`config.mk`:
```
export PLATFORM = sky130hd
export DESIGN_NAME = prl_front
export DESIGN_NICKNAME = d
export VERILOG_FILES = /design/src/design/prl_pkg.sv /design/src/design/prl_front.sv
export SDC_FILE = /design/constraint.sdc
export NUM_CORES = 1
export LEC_CHECK = 0
export BUFFER_PORTS_ARGS = -buffer_cell sky130_fd_sc_hd__clkbuf_2
export CAP_MARGIN = 20
export CORE_AREA = 4 4 89 91
export DETAILED_ROUTE_END_ITERATION = 8
export DIE_AREA = 0 0 93 95
export PLACE_DENSITY = 0.61
export SLEW_MARGIN = 20
export SYNTH_ARGS = -nofsm -noshare
export SYNTH_HDL_FRONTEND = slang
export SYNTH_SLANG_ARGS = --single-unit
```
`constraint.sdc`:
```
create_clock -name vclk -period 0.9
set_clock_uncertainty 0.1 [all_clocks]
set_input_delay 0.18 -clock vclk [all_inputs]
set_output_delay 0.18 -clock vclk [all_outputs]
set_load 0.02 [all_outputs]
```
`src/design/prl_pkg.sv`:
```
// shared constants, codes and types of the per-domain rate limiter
// no dependencies
`default_nettype none

package prl_pkg;

    // table geometry
    localparam int ENTRIES  = 64;
    localparam int ID_BITS  = 32;

    // field widths
    localparam int KIND_W   = 2;
    localparam int DOMAIN_W = 32;
    localparam int RATE_W   = 32;
    localparam int TICK_W   = 64;
    localparam int STATUS_W = 3;

    // derived widths
    localparam int KEY_W = (ID_BITS < DOMAIN_W) ? ID_BITS : DOMAIN_W;
    localparam int IDX_W = (ENTRIES > 1) ? $clog2(ENTRIES) : 1;
    localparam int CNT_W = $clog2(ENTRIES + 1);

    // decoupling queue, depth must be a power of two
    localparam int QUEUE_DEPTH = 2;
    localparam int QPTR_W      = (QUEUE_DEPTH > 1) ? $clog2(QUEUE_DEPTH) : 1;
    localparam int QCNT_W      = $clog2(QUEUE_DEPTH + 1);

    // transaction kinds
    typedef enum logic [KIND_W-1:0] {
        KIND_CLEAR = 2'd0,
        KIND_LOAD  = 2'd1,
        KIND_REQ   = 2'd2
    } t_kind;

    // result status codes
    typedef enum logic [STATUS_W-1:0] {
        ST_ADMIT   = 3'd0,
        ST_UNKNOWN = 3'd1,
        ST_OFF     = 3'd2,
        ST_EARLY   = 3'd3,
        ST_DONE    = 3'd4,
        ST_FULL    = 3'd5
    } t_status;

    // classified transaction held in the queue
    typedef struct packed {
        t_kind              kind;
        logic [KEY_W-1:0]   key;
        logic               enabled;
        logic [TICK_W-1:0]  tick;
    } t_item;

    // back-end sequencer states
    typedef enum logic {
        BK_IDLE,
        BK_SCAN
    } t_back_state;

endpackage

`default_nettype wire

```
`src/design/prl_front.sv`:
```
// front end: accepts transactions, decodes the kind and builds the queue entry
// depends on prl_pkg
`default_nettype none

module prl_front (
    input  wire logic                          i_valid,
    input  wire logic [prl_pkg::KIND_W-1:0]    i_kind,
    input  wire logic [prl_pkg::DOMAIN_W-1:0]  i_domain_id,
    input  wire logic [prl_pkg::RATE_W-1:0]    i_rate,
    input  wire logic [prl_pkg::TICK_W-1:0]    i_tick,
    input  wire logic                          i_q_full,
    output logic                               o_stall,
    output logic                               o_push,
    output prl_pkg::t_item                     o_item
);
    import prl_pkg::*;

    logic keep;

    // only the three defined kinds produce work; the unused code is swallowed
    always_comb begin
        unique case (i_kind) inside
            KIND_CLEAR, KIND_LOAD, KIND_REQ: keep = 1'b1;
            default:                         keep = 1'b0;
        endcase
    end

    // classify: trim the key, reduce the rate to an enable flag
    always_comb begin
        o_item.kind    = t_kind'(i_kind);
        o_item.key     = i_domain_id[KEY_W-1:0];
        o_item.enabled = (i_rate != '0);
        o_item.tick    = i_tick;
    end

    assign o_stall = i_q_full;
    assign o_push  = i_valid && !i_q_full && keep;

endmodule

`default_nettype wire

```
==> metrics.yaml <==
layout:
  drive_gt1_share_pct: 92.9
  mostFrequentLayoutCells: "37 x clkbuf_2, 4 x nor4_2, 3 x nor4_4, 3 x buf_4"
  mostFrequentLayoutCell: "clkbuf_2"
  register_area_sq_um: 0
  design.seq.count: 0
  n_antenna_cell: 0
  area_delta_synth_final_pct: -36.5
  layout.nets: 190
  filler_cell_count: 861
  clock_buffers: 0
global_routing:
  first_global_vias: 539
  grt_max_degree: 3
  antenna_found_initial: 0
  grt_pass1_wl_mm: 3.25
  gr-usage-all-layers_pct: 5.10
  grt_overflow: 0
sta:
  fin_setup_tns_ns: -0.513
  layout_min_cycle_time_ns: 1.38
  rsz0062_at_grt: "true"
  max_freq_ghz: 0.726
  finalSetupViolations: 2
  layout_setup_ws_ns: -0.476
  finalHoldViolCount: 0
  min_period_over_period_pct: 153
  finalMaxSlewViolations: 0
  slew_headroom_pct: 83.6
  tightestPinTransition_ns: 0.245
placement:
  io_buffers: 41
  dp_slack_ns: -0.608
  dp_hpwl_mm: 2.45
  globalplace.congestion: 0.497
power:
  p_int_w: 0.0000867
  p_switching_w: 0.0000699
  p_per_area_mw_per_mm2: 297
  p_clk_share_pct: 0
  power_w: 0.000157
  vdd_drop_max_uv: 26.2
  swShare_pct: 44.6
  seqPwrFrac_pct: 0
  power_frac_comb_pct: 100.0
  power.leakage_nw: 0.209
clock_network:
  hold_buffers: 0
detailed_routing:
  wl_per_cell_um: 17.6
  drc_errors: 0
  drtIter0Drc: 0
  vias_per_cell: 2.89
  ant_nets: 0
  vias: 448
  drt_first_pass_iters: 1
  wl_mm: 2.74
hold_path:
  min_path_type: "in2out"
worst_setup_path:
  worstSetupEndpointType: "primary output"
  worst-setup-path-type: "in2out"
  critPathMaxFanout: 1
  startpoint_type: "input pin"
  crit_arrival_ns: 1.10
  cp.required_ns: 0.62
die:
  die-area_sq_mm: 0.00884
  rows: 31
  coreArea_sq_mm: 0.00714
  die_height_um: 95
  start_util_pct: 11.6
  die_x_um: 93
  ioPinCount: 233
synth:
  syn_nets: 244
  synth_cell_types: 7
  yosysTopAreaCell: "buf_4"
  synth_top_area_share_pct: 89.6
  avgSynthCellArea_sq_um: 7.41
  syn-cell-area_sq_um: 830
  syn_inst: 112
  yosysSeqAreaShare_pct: 0
  synth_area_leaders: "buf_4 90%, nor4_1 5.3%, nand4_1 1.5%"
  ys_warn_count: 0
job:
  maxCapViolCount: 0
run_status:
  failed_checks: "negative setup slack"
  status: "finished with violations"
[Yosys cell counts]
cell and n:
buf_4 99, nor4_1 7, nand4_1 2, a211oi_1 1, inv_1 1, nor4_2 1, or2_1 1
[through the flow]
stage               instances  instance area [sq um]  utilization, %  hold slack [ns]
finish                    155                    527            7.38            0.260
floorplan                 112                    871               -            0.304
global placement          155                    472            6.61            0.260
global route              155                    527            7.38            0.260
CTS                       155                    495            6.94            0.260
detailed placement        155                    472            6.61            0.260
[layer usage]
metal	up-vias	wire length, um	GRT usage (%)
li1	146	-	-
met1	159	326	1.47
met2	107	1220	9.00
met3	36	905	6.53
met4	0	288	5.37
met5	-	0	0
[kinds of logic (layout without fill, tap and decap cells)]
group	Yosys count	in the layout	synth area share, %
AO/OA/AOI/OAI	1	1	0.905
buffers and inverters	100	44	90.0
AND/OR/NAND/NOR	11	11	9.05
[area by class of cell]
| class | count | area [sq um] | area share (%) |
|---|---|---|---|
| Timing Repair Buffer | 43 | 245 | 46.6 |
| Tap cell | 99 | 124 | 23.5 |
| Multi-Input combinational cell | 12 | 154 | 29.2 |
| Inverter | 1 | 3.75 | 0.713 |
[critical path, stage by stage]
cell	delay, ns
buf_6	0.10
nor4_4	0.30
nand4_1	0.13
or2_4	0.27
buf_8	0.13
[final timing paths]
kind | start | endpoint | cells past startpoint
worst min-delay path | i_tick[21] | o_item[21] | 0
worst max-delay path | i_rate[1] | o_item[64] | 5
[repair_timing]
action                                  4_1_cts  5_1_grt
endpoints found under the setup margin        2        2
buffers inserted                              0        0
pin swaps                                     4        6
resized for setup                             4        8
gates cloned                                  0        0
[power groups by stage]
stage	logic, W	clock network, W	registers (W)
floorplan	0.000660	0	0
global placement	0.000133	0	0
detailed placement	0.000137	0	0
CTS	0.000145	0	0
global route	0.000168	0	0
finish	0.000157	0	0
(Power assumes the default switching activity.)
