<file path="src/design/prl_pkg.sv">
// shared constants, codes and types of the per-domain rate limiter
// no dependencies
`default_nettype none

package prl_pkg;

    // table geometry
    localparam int ENTRIES  = 64;
    localparam int ID_BITS  = 32;

    // field widths
    localparam int KIND_W   = 2;
    localparam int DOMAIN_W = 32;
    localparam int RATE_W   = 32;
    localparam int TICK_W   = 64;
    localparam int STATUS_W = 3;

    // derived widths
    localparam int KEY_W = (ID_BITS < DOMAIN_W) ? ID_BITS : DOMAIN_W;
    localparam int IDX_W = (ENTRIES > 1) ? $clog2(ENTRIES) : 1;
    localparam int CNT_W = $clog2(ENTRIES + 1);

    // decoupling queue, depth must be a power of two
    localparam int QUEUE_DEPTH = 2;
    localparam int QPTR_W      = (QUEUE_DEPTH > 1) ? $clog2(QUEUE_DEPTH) : 1;
    localparam int QCNT_W      = $clog2(QUEUE_DEPTH + 1);

    // transaction kinds
    typedef enum logic [KIND_W-1:0] {
        KIND_CLEAR = 2'd0,
        KIND_LOAD  = 2'd1,
        KIND_REQ   = 2'd2
    } t_kind;

    // result status codes
    typedef enum logic [STATUS_W-1:0] {
        ST_ADMIT   = 3'd0,
        ST_UNKNOWN = 3'd1,
        ST_OFF     = 3'd2,
        ST_EARLY   = 3'd3,
        ST_DONE    = 3'd4,
        ST_FULL    = 3'd5
    } t_status;

    // classified transaction held in the queue
    typedef struct packed {
        t_kind              kind;
        logic [KEY_W-1:0]   key;
        logic               enabled;
        logic [TICK_W-1:0]  tick;
    } t_item;

    // back-end sequencer states
    typedef enum logic {
        BK_IDLE,
        BK_SCAN
    } t_back_state;

endpackage

`default_nettype wire

</file>
<file path="src/design/prl_queue.sv">
// short decoupling queue between the front end and the back end
// depends on prl_pkg
`default_nettype none

module prl_queue (
    input  wire logic   i_clk,
    input  wire logic   i_rst_n,
    input  wire logic   i_push,
    input  wire prl_pkg::t_item i_item,
    input  wire logic   i_pop,
    output logic        o_full,
    output logic        o_valid,
    output prl_pkg::t_item o_item
);
    import prl_pkg::*;

    t_item              r_mem [QUEUE_DEPTH];
    logic [QPTR_W-1:0]  r_wp, n_wp;
    logic [QPTR_W-1:0]  r_rp, n_rp;
    logic [QCNT_W-1:0]  r_cnt, n_cnt;
    logic               do_push;
    logic               do_pop;

    assign o_full  = (r_cnt == QCNT_W'(QUEUE_DEPTH));
    assign o_valid = (r_cnt != '0);
    assign o_item  = r_mem[r_rp];

    assign do_push = i_push && !o_full;
    assign do_pop  = i_pop && o_valid;

    // pointer and fill bookkeeping
    always_comb begin
        n_wp  = do_push ? r_wp + QPTR_W'(1) : r_wp;
        n_rp  = do_pop  ? r_rp + QPTR_W'(1) : r_rp;
        n_cnt = r_cnt;
        if (do_push && !do_pop) begin
            n_cnt = r_cnt + QCNT_W'(1);
        end else if (do_pop && !do_push) begin
            n_cnt = r_cnt - QCNT_W'(1);
        end
    end

    always_ff @(posedge i_clk) begin
        if (!i_rst_n) begin
            r_wp  <= '0;
            r_rp  <= '0;
            r_cnt <= '0;
        end else begin
            r_wp  <= n_wp;
            r_rp  <= n_rp;
            r_cnt <= n_cnt;
        end
    end

    // entry storage
    always_ff @(posedge i_clk) begin
        if (do_push) begin
            r_mem[r_wp] <= i_item;
        end
    end

endmodule

`default_nettype wire

</file>
<file path="config.mk">
export PLATFORM = sky130hd
export DESIGN_NAME = prl_queue
export DESIGN_NICKNAME = d
export VERILOG_FILES = /design/src/design/prl_pkg.sv /design/src/design/prl_queue.sv
export SDC_FILE = /design/constraint.sdc
export NUM_CORES = 1
export LEC_CHECK = 0
export BUFFER_PORTS_ARGS = -buffer_cell sky130_fd_sc_hd__clkbuf_2
export CORE_ASPECT_RATIO = 0.75
export CORE_MARGIN = 2
export CORE_UTILIZATION = 45
export CTS_CLUSTER_DIAMETER = 30
export DETAILED_ROUTE_END_ITERATION = 8
export PLACE_DENSITY = 0.7
export SYNTH_ARGS = -nofsm -noshare
export SYNTH_HDL_FRONTEND = slang
export SYNTH_SLANG_ARGS = --single-unit
</file>
<file path="constraint.sdc">
create_clock -name i_clk -period 7 [get_ports i_clk]
set_input_delay 0 -clock i_clk [delete_from_list [all_inputs] [get_ports i_clk]]
set_output_delay 0 -clock i_clk [all_outputs]
set_load 0.05 [all_outputs]
</file>
==> reports/metrics.yaml <==
ctsRootBufferMaster: "clkbuf_16"
yosys.area_share.simple_pct: 0.777
cts_tree: "built"
grt_pass1_vias: 4668
fp.dieH_um: 115
fin_ws_ns: 4.01
syn-num-nets: 437
clock_sinks: 203
clock_latency_ns: 0.48
min_period_ns: 2.99
outcome: "finished, final reports clean"
syn_area_per_cell_sq_um: 22.2
ys_types: 23
multi_input_area_sq_um: 1290
initial_utilization_pct: 46.1
finalCritPeriodShare_pct: 42.7
fin_nets: 772
synth_top_family_by_area: "multiplexers"
grt_pass1_wl_mm: 23.7
dieArea_sq_um: 17500
cp_max_fo: 46
leakagePower_nw: 4.19
fillers: 1079
numCtsBuffers: 35
finalSetupTns_ns: 0
postRouteAntennaNets: 0
hold_slack_ns: 0.0630
place_congestion: 0.773
tightestPinTransition_ns: 0.832
syn-cell-area_sq_um: 7410
seq_area_frac_synth_pct: 81.6
synth_top_area_share_pct: 80.3
synthCells: 333
ys_ff_latch: 203
drt_iter0_drc: 222
first_pass_iters: 4
grt_overflow_total: 0
yosys-mux-area-fraction_pct: 15.6
clockBufferDepth: 3
vias: 4279
synthToLayoutAreaGrowth_pct: 46.3
grt_use_total_pct: 17.2
insertedDiodeCount: 0
most-common-layout-cells: "clkbuf_2, edfxtp_1, dlygate4sd3_1, mux2_2, clkbuf_16"
critical_path_class: "register to register"
post_drt_wl_per_cell_um: 17.0
std_cell_rows: 40
critPathLaunchType: "register"
io_pins: 204
hold_violations: 0
hp-class: "input pin to register"
pre_cts_slack_ns: 4.01
cap_violations: 0
drive_above_1_share_pct: 53.0
rsz0062_at_grt: "false"
slew_viol_final: 0
dp.final_hpwl_mm: 8.97
clk_pin_slew_ns: 0.05
p_per_area_nw_per_um2: 432
fmax_ghz: 0.335
synth-xor-area-share_pct: 0.355
cp.required_ns: 7.10
die_w_um: 152
finalSetupViolCount: 0
coreArea_sq_um: 16100
synthTopCellsByArea: "edfxtp_1, mux2_2, mux2_4"
synth_top_area_cell: "edfxtp_1"
synth_compound_area_share_pct: 0.439
yosysWarnings: 0
htreeDepth: 2
synthAdderAreaFrac_pct: 0.169
drc_errors: 0
grt_max_degree: 54
cp.arrival_ns: 3.09
wirelength_mm: 15.4
layout.area.seq_sq_um: 6050
layout_commonest_cell: "clkbuf_2"
slew_headroom_pct: 44.4
grt_antenna_before_repair: 0
clock_skew_ns: 0.0158
ir_drop_uv: 340
io_buffer_count: 203
viasPerCell: 4.74
cp-end-kind: "register"
-- cells in the mapped netlist --
| library cell | n |
|---|---|
| nand2b_1 | 1 |
| o21a_1 | 1 |
| ha_1 | 1 |
| nor2_1 | 1 |
| and2_1 | 3 |
| edfxtp_1 | 198 |
| nor3_2 | 1 |
| inv_2 | 1 |
| buf_2 | 8 |
| xor2_1 | 1 |
| mux2_4 | 10 |
| inv_1 | 1 |
| o21ai_1 | 1 |
| or3_1 | 1 |
| buf_6 | 3 |
| or2_2 | 1 |
| a21boi_1 | 1 |
| and3_1 | 1 |
| a21boi_0 | 1 |
| xnor2_1 | 2 |
| dfxtp_1 | 5 |
| o21ai_0 | 1 |
| mux2_2 | 89 |
-- critical path: stages (launching register included) --
cell and delay, ns:
dfxtp_1 0.43, nand2b_1 0.21, inv_2 0.08, nor3_4 0.64, buf_4 0.59, buf_4 0.61
-- kinds of logic (layout without fill, tap and decap cells) --
logic type,count (synthesis),after routing
buf+inv,13,373
fa+ha+maj,1,1
mux,99,99
flops,203,203
xor+xnor,3,3
compound gates,5,5
simple gates,9,9
-- routing by layer --
metal / share of wire, % / wire [um] / up-vias / global-route usage (%)
met3: 8.2 / 1260 / 16 / 5.62
met4: 1.2 / 178 / 0 / 5.05
met1: 42 / 6410 / 2089 / 21.5
met2: 49 / 7530 / 168 / 29.2
met5: 0 / 0 / - / 0
li1: - / - / 2006 / -
-- power by group --
part           internal (mW)  switching, mW  total [mW]
combinational          0.414           1.01        1.42
clock                   1.10          0.543        1.64
sequential              1.53         0.0818        1.61
-- metrics by stage --
| step | instance area [sq um] | std cells | util, % | power [mW] |
|---|---|---|---|---|
| 2_1_floorplan | 7410 | 333 | - | 2.73 |
| 3_3_place_gp | 8660 | 739 | 53.9 | 2.99 |
| 3_5_place_dp | 8660 | 739 | 53.9 | 3.01 |
| 4_1_cts | 10800 | 903 | 67.5 | 4.72 |
| 5_1_grt | 10800 | 903 | 67.5 | 4.85 |
| 6_report | 10800 | 903 | 67.5 | 4.68 |
-- state kept, by name, summed over array words and instances (netlist names), named ones only --
register and count:
r_cnt 2, r_wp 1, r_mem 198, r_rp 1
-- final cells by class --
cell class              count  area share (%)
well taps                 210            2.42
clock buffers              38            8.19
repair buffers            309            19.1
multi-input cells         117            11.9
clock inverters            24            2.51
flip-flops and latches    203            55.8
inverters                   2          0.0693
-- final timing paths --
path / slack (ns) / cells past startpoint / start / to
setup / recovery: 4.01 / 5 / r_cnt[0]$_SDFFE_PN0P_ / r_mem[0][93]$_DFFE_PP_
hold / removal: 0.06 / 3 / i_push / r_mem[0][64]$_DFFE_PP_
setup reg to reg: 4.01 / 5 / r_cnt[0]$_SDFFE_PN0P_ / r_mem[0][93]$_DFFE_PP_
hold reg to reg: 0.56 / 2 / r_cnt[1]$_SDFFE_PN0P_ / r_cnt[1]$_SDFFE_PN0P_
-- repair_timing --
action / 4_1_cts / 5_1_grt
endpoints found under the hold margin: 203 / 0
hold buffers: 102 / 0
gates resized for setup: 0 / 0
setup buffers: 0 / 0
Note: power is estimated with default switching activity, not from simulation.
